--- config.mk ---
export PLATFORM = sky130hd
export DESIGN_NAME = owsm_queue
export DESIGN_NICKNAME = d
export VERILOG_FILES = /design/src/rtl/owsm_pkg.sv /design/src/rtl/owsm_queue.sv
export SDC_FILE = /design/constraint.sdc
export NUM_CORES = 1
export LEC_CHECK = 0
export BUFFER_PORTS_ARGS = -buffer_cell sky130_fd_sc_hd__buf_2
export CORE_UTILIZATION = 55
export DETAILED_ROUTE_END_ITERATION = 10
export GPL_TIMING_DRIVEN = 0
export PLACE_DENSITY = 0.79
export SYNTH_ARGS = -nofsm -noshare
export SYNTH_HDL_FRONTEND = slang
export SYNTH_SLANG_ARGS = --single-unit
export TNS_END_PERCENT = 50
--- constraint.sdc ---
create_clock -name clk -period 4.3 [get_ports clk]
set_input_delay 1.075 -clock clk [delete_from_list [all_inputs] [get_ports clk]]
set_output_delay 1.075 -clock clk [all_outputs]
set_load 0.02 [all_outputs]
--- src/rtl/owsm_pkg.sv ---
// shared types and constants for the omni wheel speed mixer
`default_nettype none

package owsm_pkg;

	localparam int DEF_SPEED_FRAC_BITS = 12;
	localparam int DEF_RATE_FRAC_BITS  = 4;
	localparam int DEF_QUEUE_DEPTH     = 4;

	localparam int NUM_WHEELS = 4;
	localparam int FIELD_W    = 16;
	localparam int GAIN_W     = 16;
	localparam int LIM_W      = 15;
	localparam int WHEEL_W    = 32;
	localparam int MAG_W      = 31;
	localparam int QUO_W      = 15;
	localparam int NUM_W      = MAG_W + LIM_W;
	localparam int CFG_DATA_W = 32;
	localparam int CFG_ADDR_W = 3;

	localparam logic [LIM_W-1:0] MAX_SPEED_RESET = 15'h7fff;

	typedef enum logic {
		REG_ROT_GAIN  = 1'b0,
		REG_MAX_SPEED = 1'b1
	} reg_idx_t;

	typedef struct packed {
		logic signed [FIELD_W-1:0] vel_x;
		logic signed [FIELD_W-1:0] vel_y;
		logic signed [FIELD_W-1:0] yaw_rate;
	} cmd_t;

	typedef struct packed {
		logic signed [FIELD_W-1:0] wheel0_speed;
		logic signed [FIELD_W-1:0] wheel1_speed;
		logic signed [FIELD_W-1:0] wheel2_speed;
		logic signed [FIELD_W-1:0] wheel3_speed;
		logic                      was_limited;
	} res_t;

	typedef struct packed {
		logic [GAIN_W-1:0] rotation_gain;
		logic [LIM_W-1:0]  speed_limit;
	} cfg_t;

	typedef logic [NUM_WHEELS-1:0][MAG_W-1:0] mag_vec_t;
	typedef logic [NUM_WHEELS-1:0][QUO_W-1:0] quo_vec_t;

	// one classified command between front and back
	typedef struct packed {
		mag_vec_t              mag;
		logic [NUM_WHEELS-1:0] neg;
		logic [MAG_W-1:0]      peak;
		logic                  limited;
	} entry_t;

	// state of one divider stage, four lanes
	typedef struct packed {
		logic                  valid;
		logic                  limited;
		logic [NUM_WHEELS-1:0] neg;
		logic [MAG_W-1:0]      peak;
		mag_vec_t              rem;
		quo_vec_t              low;
		quo_vec_t              quo;
	} dstep_t;

endpackage

`default_nettype wire

--- src/rtl/owsm_queue.sv ---
// short word queue between the front and back pipelines
`default_nettype none

module owsm_queue #(
	parameter int DEPTH = owsm_pkg::DEF_QUEUE_DEPTH
) (
	input  wire logic              clk,
	input  wire logic              arst_n,
	input  wire logic              push_valid,
	output logic                   push_ready,
	input  wire owsm_pkg::entry_t  push_data,
	output logic                   pop_valid,
	input  wire logic              pop_ready,
	output owsm_pkg::entry_t       pop_data
);

	localparam int PTR_W = (DEPTH > 1) ? $clog2(DEPTH) : 1;
	localparam int CNT_W = $clog2(DEPTH + 1);

	owsm_pkg::entry_t mem_q [DEPTH];
	logic [PTR_W-1:0] wr_ptr_q, rd_ptr_q;
	logic [CNT_W-1:0] cnt_q;
	logic             push, pop;

	assign push_ready = cnt_q != CNT_W'(DEPTH);
	assign pop_valid  = cnt_q != '0;
	assign push       = push_valid && push_ready;
	assign pop        = pop_valid && pop_ready;
	assign pop_data   = mem_q[rd_ptr_q];

	always_ff @(posedge clk or negedge arst_n) begin
		if (!arst_n) begin
			wr_ptr_q <= '0;
			rd_ptr_q <= '0;
			cnt_q    <= '0;
		end else begin
			if (push) begin
				wr_ptr_q <= (wr_ptr_q == PTR_W'(DEPTH - 1)) ? '0 : wr_ptr_q + 1'b1;
			end
			if (pop) begin
				rd_ptr_q <= (rd_ptr_q == PTR_W'(DEPTH - 1)) ? '0 : rd_ptr_q + 1'b1;
			end
			if (push && !pop) begin
				cnt_q <= cnt_q + 1'b1;
			end else if (pop && !push) begin
				cnt_q <= cnt_q - 1'b1;
			end
		end
	end

	always_ff @(posedge clk) begin
		if (push) begin
			mem_q[wr_ptr_q] <= push_data;
		end
	end

endmodule

`default_nettype wire

==> results of run 1 <==
[critical path: cells and delay by family, from the launching register on]
kind,cells,cell delay [ns]
buffers and inverters,4,1.21
muxes,1,0.36
DFF,1,0.34
[how the worst min path moves through the flow]
stage	from	end	slack [ns]
floorplan	cnt_q[2]$_DFFE_PN0P_	cnt_q[2]$_DFFE_PN0P_	0.45
global placement	cnt_q[2]$_DFFE_PN0P_	cnt_q[2]$_DFFE_PN0P_	0.46
detailed placement	cnt_q[2]$_DFFE_PN0P_	cnt_q[2]$_DFFE_PN0P_	0.48
CTS	arst_n	wr_ptr_q[0]$_DFFE_PN0P_	0.27
global route	arst_n	cnt_q[2]$_DFFE_PN0P_	0.29
finish	arst_n	cnt_q[2]$_DFFE_PN0P_	0.30
[metal layers]
layer	GRT usage	wire length, um	part of all wire
met3	0.0597	3750	0.081
met5	0	69	0.0015
met2	0.357	23700	0.51
met4	0.0738	1120	0.024
met1	0.281	17800	0.38
[logic make-up (layout without fill, tap and decap cells)]
kind of cell | after synthesis | count (layout)
other | 0 | 6
XOR/XNOR | 3 | 3
flip-flops | 647 | 647
multiplexers | 165 | 165
adder cells (fa/ha/maj) | 7 | 7
buffers and inverters | 39 | 487
AND/OR/NAND/NOR | 11 | 11
[flip-flops by register name, indices dropped and copies added (netlist names)]
register and flops:
mem_q 640, cnt_q 3, rd_ptr_q 2, wr_ptr_q 2
[cell type report]
type,instances,area [um^2],area share
Sequential cell,647,19400,0.691
Multi-Input combinational cell,186,3880,0.138
Timing Repair Buffer,337,1930,0.0689
Clock buffer,77,1590,0.0565
Tap cell,539,674,0.0240
Clock inverter,34,337,0.0120
Buffer,36,234,0.00834
Antenna cell,6,15.0,0.000535
Inverter,3,11.3,0.000401
[per-stage QoR]
step / hold slack [ns] / setup slack, ns
floorplan: 0.447 / 0.808
global placement: 0.464 / -0.826
detailed placement: 0.481 / 1.25
CTS: 0.267 / 0.590
global route: 0.286 / 0.573
finish: 0.299 / 0.691
[power by group through the flow]
stage | Clock, mW | Sequential [mW] | Combinational (mW)
2_1_floorplan | 0 | 8.70 | 4.50
3_3_place_gp | 0 | 8.82 | 6.59
3_5_place_dp | 0 | 8.72 | 6.86
4_1_cts | 5.26 | 8.61 | 6.90
5_1_grt | 5.49 | 8.67 | 7.16
6_report | 5.15 | 8.59 | 6.76
[placed cells by master, fill, tap and decap left out, types with 2 or more instances in the layout]
master and n:
clkinv_2 10, buf_16 9, buf_12 3, clkbuf_16 61, buf_2 344, diode_2 6
clkinv_4 2, mux4_2 160, xor2_1 2, inv_1 3, clkbuf_1 23, clkinvlp_4 5
buf_6 10, ha_1 6, and3_4 4, mux2_2 3, inv_6 2, clkinv_1 9
dfrtp_1 7, nor2_1 3, edfxtp_1 640, bufinv_16 6, mux2_4 2
==> key figures, run 1 <==
Outcome
  – Status: finished, final reports clean

Critical path
  – CP max stage cell: buf_2
  – Worst-path cell chain: buf_2 > buf_2 > buf_2 > mux4_2 > buf_2
  – Worst setup path class: register to primary output
  – Reg-to-reg slack, setup: 1.99 ns
  – Crit-path max cell delay: 0.37 ns
  – Worst R2R End: mem_q[1][40]$_DFFE_PP_
  – CP required: 3.22 ns
  – R2R depth: 4
  – Reg2reg start: cnt_q[2]$_DFFE_PN0P_
  – Crit-path max FO: 10
  – Worst setup SP type: register
  – Critical Path Sink: pop_data[123]
  – Crit path arrival time: 2.53 ns
  – Critical Path Source: rd_ptr_q[1]$_DFFE_PN0P_
  – CP dominant cell by count: buf_2
  – Worst Setup End Kind: primary output

Logic synthesis
  – Top cells by count, synth: edfxtp_1, mux4_2, buf_2, buf_6
  – Syn Inst Count: 872
  – Post-synth EDFFs: 640
  – #FFs+latches synth: 647
  – Syn avg cell area: 26.9 um^2
  – Synth Cell Area: 23,500 um^2
  – Cell taking the most area after synthesis: edfxtp_1
  – Synth Area in Simple Gates: 0.00309
  – Adder-Cell Fraction of Synth Area: 0.00405
  – Post-synthesis async set-or-reset flop share: 0.0108
  – Mux share of post-synthesis cell area: 0.156
  – Synth unique cells: 19
  – Synth Area in XOR/XNOR: 0.00112
  – Syn nets: 1,043
  – Yosys synthesis warning count: 0
  – Most frequent cell after synthesis: edfxtp_1
  – Synth Flop Type: edfxtp_1
  – Largest family of logic cells by synthesized area: multiplexers
  – Dominant cells by area after synthesis: edfxtp_1, mux4_2, dfrtp_1
  – Sequential fraction of the synthesis area: 0.825
  – Post-synth top area share: 0.818
  – Compound-gate portion of the synthesized area: 0

Detailed routing
  – Drt drc: 0
  – Vias/cell: 5.73
  – Initial DRC count: 830
  – DRT antenna net count: 0
  – Routed wire length: 46.5 mm
  – DR pass1 iterations: 5
  – Vias: 10,700
  – Wire length per cell: 25.0 um

Clock network
  – Worst-path clk slew: 0.06 ns
  – CTS max path bufs: 3
  – CTS H-tree depth: 2
  – Clock Sinks: 647
  – Post-CTS sizing: 0
  – Hold buffers post-CTS: 0
  – TritonCTS clock tree: done
  – Worst skew pair latency: 0.60 ns
  – Post-CTS setup buffer count: 0
  – Clock Root Buffer: clkbuf_16
  – Num CTS Buffers: 60

Placed design
  – Area after DPL: 26,100 um^2
  – Dpl hpwl: 29.7 mm
  – Number of port buffers: 325
  – Final Wtd Congestion: 0.710
  – Placed insts: 1,748

Floorplanning
  – Full die area: 43,600 um^2
  – Core area: 42,000 um^2
  – Io pins: 326
  – Die Ht: 209 um
  – Initial Util: 0.559
  – Row count: 75
  – Die X: 209 um

Flow run
  – Max-cap violation count: 0

Final layout
  – Final core utilization: 0.668
  – Filler cells: 2,603
  – Filler-free cell count of the finished design: 1,865
  – Design Area, Final: 28,100 um^2
  – Nets: 1,442
  – Area grow syn2layout: 19.4%
  – Share of cells above drive strength 1: 0.473

Timing
  – Least-Margin Pin Slew: 0.699 ns
  – Setup Skew: 0.0182 ns
  – Final Hold Viols: 0
  – Setup TNS: 0 ns
  – RSZ-0062 raised after global routing: no
  – Period utilization: 0.839
  – Upper clock frequency limit: 277 MHz
  – Max-slew violation count: 0
  – Slew margin rel.: 0.534
  – Endpoints failing setup: 0
  – Tmin final: 3.61 ns

Global route
  – Pin count of the biggest net entering global routing: 57
  – Initial antenna violation count: 10
  – Total GRT Usage: 0.217
  – Number of global-route vias before repair: 11,300
  – First-pass GRT wire length: 69.5 mm
  – Global route overflow: 0

Pwr
  – Switching power: 6.53 mW
  – Internal power: 14.0 mW
  – Leakage Power: 9.57 nW
  – Comb pwr share: 0.330
  – Sequential power share: 0.419
  – Sw frac: 0.318
  – Pwr Density: 731 nW/um^2
  – Power Total: 20.5 mW
  – Clock share of power: 0.251
  – VDD IR max: 0.481 mV

Min path
  – Worst Hold Class: primary input to asynchronous set/reset pin
Note: power is estimated with default switching activity, not from simulation.
==> inputs of run 2 (changes only) <==
==> constraint.sdc (replaced) <==
create_clock -name clk -period 3.4 [get_ports clk]
set_input_delay 0.85 -clock clk [delete_from_list [all_inputs] [get_ports clk]]
set_output_delay 0.85 -clock clk [all_outputs]
set_load 0.02 [all_outputs]
==> run 2 against run 1 <==
Flip-flop and latch count is the same. First-iteration DRC count down 0.84%. Clock skew about the same. Total power increased by 27%. Setup slack got worse by 0.55 ns. Worst hold slack got worse by 0.22 ns. Via count about the same. Global-route usage unchanged. Count of clock-buffer cells in the layout unchanged. Critical path type unchanged. Critical endpoint is now pop_data[47].
==> key figures, run 2 (same netlist as run 1, synthesis figures left out) <==
Outcome
  – Status: finished, final reports clean

Clock network
  – Worst skew pair latency: 0.60 ns
  – CTS max path bufs: 3
  – Post-CTS setup buffer count: 0
  – Clock Root Buffer: clkbuf_16
  – Clock Sinks: 647
  – Num CTS Buffers: 60
  – Worst-path clk slew: 0.06 ns
  – CTS H-tree depth: 2
  – TritonCTS clock tree: done

Detailed routing
  – Drt drc: 0
  – DR pass1 iterations: 6
  – Vias/cell: 5.73
  – Initial DRC count: 823
  – DRT antenna net count: 0
  – Wire length per cell: 25.0 um
  – Routed wire length: 46.5 mm
  – Vias: 10,700

Global route
  – Met3 Usage GRT: 0.0597
  – Initial antenna violation count: 10
  – Total GRT Usage: 0.217
  – Met1 Usage GRT: 0.281
  – Global route overflow: 0
  – Pin count of the biggest net entering global routing: 57
  – Number of global-route vias before repair: 11,300
  – Grt met2 use: 0.357
  – First-pass GRT wire length: 69.5 mm
  – GRT Max-Usage Layer: met2

Pwr
  – Pwr Density: 924 nW/um^2
  – Sequential power share: 0.419
  – VDD IR max: 0.608 mV
  – Leakage Power: 9.57 nW
  – Clock share of power: 0.251
  – Internal power: 17.7 mW
  – Comb pwr share: 0.330
  – Sw frac: 0.318
  – Switching power: 8.26 mW

Critical path
  – Crit-path max FO: 10
  – CP max stage cell: clkbuf_1
  – Worst-path cell chain: buf_2 > clkbuf_1 > mux4_2 > buf_2
  – Crit-path max cell delay: 0.56 ns
  – CP required: 2.55 ns
  – Worst Setup End Kind: primary output
  – Worst setup path class: register to primary output
  – Worst setup SP type: register
  – Crit path arrival time: 2.41 ns
  – CP dominant cell by count: buf_2

Timing
  – Least-Margin Pin Slew: 0.696 ns
  – Setup Skew: 0.0185 ns
  – Final Hold Viols: 0
  – RSZ-0062 raised after global routing: no
  – Period utilization: 0.959
  – Tmin final: 3.26 ns
  – Setup TNS: 0 ns
  – Endpoints failing setup: 0
  – Slew margin rel.: 0.536
  – Upper clock frequency limit: 307 MHz
  – Final setup margin: 0.141 ns
  – Max-slew violation count: 0

Final layout
  – Area grow syn2layout: 19.4%
  – Share of cells above drive strength 1: 0.473
  – Largest registers: mem_q: 640 flops, cnt_q: 3 flops
  – Design Area, Final: 28,100 um^2
  – Number of flip-flops in the largest register: 640
  – Commonest non-fill, non-tap cell in the layout: edfxtp_1
  – Nets: 1,442
  – Most frequent cells in the layout: edfxtp_1, buf_2, mux4_2, clkbuf_16, clkbuf_1
  – Final core utilization: 0.668
  – Most flop-heavy register: mem_q

Floorplanning
  – Io pins: 326
  – Full die area: 43,600 um^2
  – Core area: 42,000 um^2
  – Initial Util: 0.559
  – Die X: 209 um
  – Row count: 75
  – Die Ht: 209 um

Placed design
  – Number of port buffers: 325
  – Pre-CTS WS: 0.579 ns
  – Area after DPL: 26,100 um^2
  – Dpl hpwl: 29.7 mm
  – Final Wtd Congestion: 0.710

Flow run
  – Max-cap violation count: 0

Min path
  – Worst Hold Class: primary input to asynchronous set/reset pin
-- run 2: cell counts in the layout (fill, tap and decap cells not counted) --
Identical to the previous run, type by type.
-- run 2: through the flow --
step	cells	total power [mW]	hold slack (ns)
4_1_cts	1859	26.3	0.0420
6_report	1865	25.9	0.0743
3_3_place_gp	1736	19.5	0.464
3_5_place_dp	1748	19.7	0.481
2_1_floorplan	872	16.7	0.447
5_1_grt	1862	27.0	0.0612
-- run 2: final cells by class --
class / count / area, um^2
Clock buffer: 77 / 1590
Tap cell: 539 / 674
Inverter: 3 / 11.3
Timing Repair Buffer: 337 / 1930
Buffer: 36 / 240
Fill cell: 2603 / 14000
Sequential cell: 647 / 19400
Antenna cell: 6 / 15.0
Clock inverter: 34 / 337
Multi-Input combinational cell: 186 / 3880
-- run 2: worst max-delay path: cells and delay by family, from the launching register on --
family / cells / cell delay, ns
flops: 1 / 0.34
mux: 1 / 0.41
buf+inv: 3 / 1.04
-- run 2: what timing repair did --
| action | CTS | global route |
|---|---|---|
| endpoints found under the setup margin | 57 | 1 |
| gates resized for setup | 2 | 2 |
| hold buffers | 0 | 0 |
| endpoints found under the hold margin | 0 | 0 |
-- run 2: metal layers --
metal	routed length [um]	part of all wire
met1	17900	0.38
met2	23800	0.51
met3	3670	0.079
met4	1120	0.024
met5	69	0.0015
-- run 2: path summary, 6_finish.rpt --
kind	from	to	slack (ns)	cells past startpoint
min reg2reg	cnt_q[2]$_DFFE_PN0P_	cnt_q[2]$_DFFE_PN0P_	0.49	1
min in group clk	push_data[104]	mem_q[2][104]$_DFFE_PP_	0.45	1
max reg2reg	cnt_q[2]$_DFFE_PN0P_	mem_q[1][40]$_DFFE_PP_	1.09	4
max	rd_ptr_q[1]$_DFFE_PN0P_	pop_data[47]	0.14	4
max in group asynchronous	arst_n	cnt_q[0]$_DFFE_PN0P_	3.17	1
min	arst_n	cnt_q[2]$_DFFE_PN0P_	0.07	1
-- run 2: power groups by stage --
stage,Sequential [mW],Combinational [mW],Clock (mW)
finish,10.9,8.56,6.52
global route,11.0,9.06,6.94
CTS,10.9,8.74,6.65
detailed placement,11.0,8.67,0
global placement,11.2,8.34,0
floorplan,11.0,5.69,0
==> inputs of run 3 (changes only) <==
--- a/config.mk
+++ b/config.mk
@@ -5,11 +5,14 @@
 export SDC_FILE = /design/constraint.sdc
 export NUM_CORES = 1
 export LEC_CHECK = 0
+export ABC_AREA = 1
 export BUFFER_PORTS_ARGS = -buffer_cell sky130_fd_sc_hd__buf_2
 export CORE_UTILIZATION = 55
+export CTS_BUF_LIST = sky130_fd_sc_hd__clkbuf_4 sky130_fd_sc_hd__clkbuf_8
 export DETAILED_ROUTE_END_ITERATION = 10
+export GPL_ROUTABILITY_DRIVEN = 0
 export GPL_TIMING_DRIVEN = 0
-export PLACE_DENSITY = 0.79
+export PLACE_DENSITY = 0.78
 export SYNTH_ARGS = -nofsm -noshare
 export SYNTH_HDL_FRONTEND = slang
 export SYNTH_SLANG_ARGS = --single-unit
==> run 3 against run 2 <==
Via count up 55%. Flip-flop and latch count unchanged. Die area up 8.7%. Combinational power up 30%. Clock skew up 0.014 ns. Core utilization up 0.41 points. Final cell count up 65%.
==> key figures, run 3 <==
Final layout
  – Most flop-heavy register: mem_q
  – Filler cells: 3,087
  – Area grow syn2layout: 19.7%
  – Most frequent cells in the layout: edfxtp_1, nand2_1, buf_2, inv_1, o211ai_1
  – Largest registers: mem_q: 640 flops, cnt_q: 3 flops
  – Share of cells above drive strength 1: 0.243
  – Design Area, Final: 30,600 um^2
  – Nets: 2,551
  – Number of flip-flops in the largest register: 640
  – Commonest non-fill, non-tap cell in the layout: edfxtp_1

Critical path
  – CP required: 2.55 ns
  – Worst Setup End Kind: primary output
  – Worst setup SP type: register
  – Crit path arrival time: 2.42 ns
  – Worst setup path class: register to primary output
  – Crit-path max FO: 10

Floorplanning
  – Die Ht: 218 um
  – Core area: 45,600 um^2
  – Full die area: 47,400 um^2
  – Row count: 78
  – Initial Util: 0.561
  – Io pins: 326
  – Die X: 218 um

Clock network
  – Post-CTS setup buffer count: 0
  – CTS max path bufs: 3
  – Worst skew pair latency: 0.70 ns
  – Clock Sinks: 647
  – Clock Root Buffer: clkbuf_8
  – CTS H-tree depth: 3
  – Worst-path clk slew: 0.07 ns
  – Num CTS Buffers: 99
  – TritonCTS clock tree: done

Logic synthesis
  – Post-synth EDFFs: 640
  – Most frequent cell after synthesis: edfxtp_1
  – Cell taking the most area after synthesis: edfxtp_1
  – Synth unique cells: 17
  – Dominant cells by area after synthesis: edfxtp_1, o211ai_1, nand2_1
  – Post-synth top area share: 0.751
  – Synth Flop Type: edfxtp_1
  – #FFs+latches synth: 647
  – Top cells by count, synth: edfxtp_1, nand2_1, inv_1, o211ai_1, buf_2
  – Post-synthesis async set-or-reset flop share: 0.0108
  – Syn Inst Count: 1,925
  – Yosys synthesis warning count: 0
  – Synth Cell Area: 25,600 um^2
  – Syn avg cell area: 13.3 um^2
  – Syn nets: 2,096
  – Sequential fraction of the synthesis area: 0.758

Detailed routing
  – Drt drc: 0
  – Initial DRC count: 1,267
  – Wire length per cell: 19.8 um
  – Routed wire length: 60.8 mm
  – Vias: 16,500
  – DR pass1 iterations: 5
  – Vias/cell: 5.38
  – DRT antenna net count: 0

Pwr
  – Pwr Density: 911 nW/um^2
  – VDD IR max: 0.574 mV
  – Power Total: 27.9 mW
  – Leakage Power: 12.3 nW

Global route
  – Initial antenna violation count: 16
  – Total GRT Usage: 0.258
  – First-pass GRT wire length: 91.5 mm
  – Global route overflow: 0
  – Pin count of the biggest net entering global routing: 29
  – Number of global-route vias before repair: 16,700

Timing
  – Upper clock frequency limit: 306 MHz
  – Final setup margin: 0.129 ns
  – Tmin final: 3.27 ns
  – Max-slew violation count: 0
  – Final Hold Viols: 0
  – Period utilization: 0.962
  – Endpoints failing setup: 0
  – RSZ-0062 raised after global routing: no
  – Hold_ws: 0.348 ns
  – Least-Margin Pin Slew: 0.773 ns
  – Setup Skew: 0.0326 ns
  – Slew margin rel.: 0.483

Outcome
  – Status: finished, final reports clean

Placed design
  – Area after DPL: 28,600 um^2
  – Dpl hpwl: 38.8 mm
  – Pre-CTS WS: 0.484 ns
  – Number of port buffers: 325

Min path
  – Worst Hold Class: primary input to register

Flow run
  – Max-cap violation count: 0
run 3: changes by cell type after synthesis, moves of 24 or more:
cell      before  now
buf_2         19   69
clkbuf_1       7   31
inv_1          3  333
mux4_2       160    0
nand2_1        1  495
o211ai_1       0  320
run 3: worst max-delay path, stage by stage (launching register included):
cell      delay [ns]
dfrtp_1         0.37
clkbuf_4        0.25
inv_2           0.20
buf_6           0.24
buf_4           0.24
o211ai_1        0.13
nand2_1         0.10
buf_2           0.17
run 3: final timing paths:
check / end / cells after the start / start / slack (ns)
hold reg to reg: wr_ptr_q[1]$_DFFE_PN0P_ / 2 / wr_ptr_q[1]$_DFFE_PN0P_ / 0.54
max in group asynchronous: cnt_q[2]$_DFFE_PN0P_ / 2 / arst_n / 2.68
min in group asynchronous: cnt_q[0]$_DFFE_PN0P_ / 2 / arst_n / 0.55
setup / recovery: pop_data[58] / 7 / rd_ptr_q[1]$_DFFE_PN0P_ / 0.13
hold / removal: mem_q[0][158]$_DFFE_PP_ / 1 / push_data[158] / 0.35
setup reg to reg: mem_q[3][104]$_DFFE_PP_ / 7 / cnt_q[0]$_DFFE_PN0P_ / 0.94
run 3: final cells by class:
class	count	area (um^2)	share of cell area
antenna	8	20.0	0.000654
buffer	106	564	0.0184
clock buffer	125	1560	0.0511
clock inverter	59	313	0.0102
inverter	334	1250	0.0409
multi-input combinational	838	4480	0.146
sequential	647	19400	0.633
tap	600	751	0.0245
timing repair buffer	354	2270	0.0742
run 3: cell families after synthesis:
kind of cell    after synthesis  synth area share
fa+ha+maj                     7           0.00372
compound gates              321            0.0941
buf+inv                     440            0.0684
flops                       647             0.758
xor+xnor                      1          0.000343
simple gates                509            0.0751
run 3: stage by stage:
stage          cells   util   TNS, ns
6_report        3071  0.672         0
2_1_floorplan   1925      -   -209.74
4_1_cts         3063  0.671         0
3_5_place_dp    2878  0.628         0
5_1_grt         3065  0.671         0
3_3_place_gp    2850  0.614  -1490.92
run 3: per-layer routing:
metal	up-vias	global-route usage	wire length (um)
li1	7674	-	-
met1	7976	0.320	23100
met2	723	0.426	30400
met3	131	0.0749	5600
met4	18	0.104	1560
met5	-	0	123
run 3: timing repair:
item,in CTS,in global routing
endpoints found under the setup margin,130,102
hold buffers,1,0
gates resized for setup,18,32
endpoints found under the hold margin,7,0
run 3: report_power, final:
part | leakage (nW) | internal, mW | switching, mW | total, mW
Combinational | 5.39 | 3.33 | 7.73 | 11.1
Sequential | 5.95 | 10.4 | 0.346 | 10.8
Clock | 0.986 | 3.12 | 2.92 | 6.04
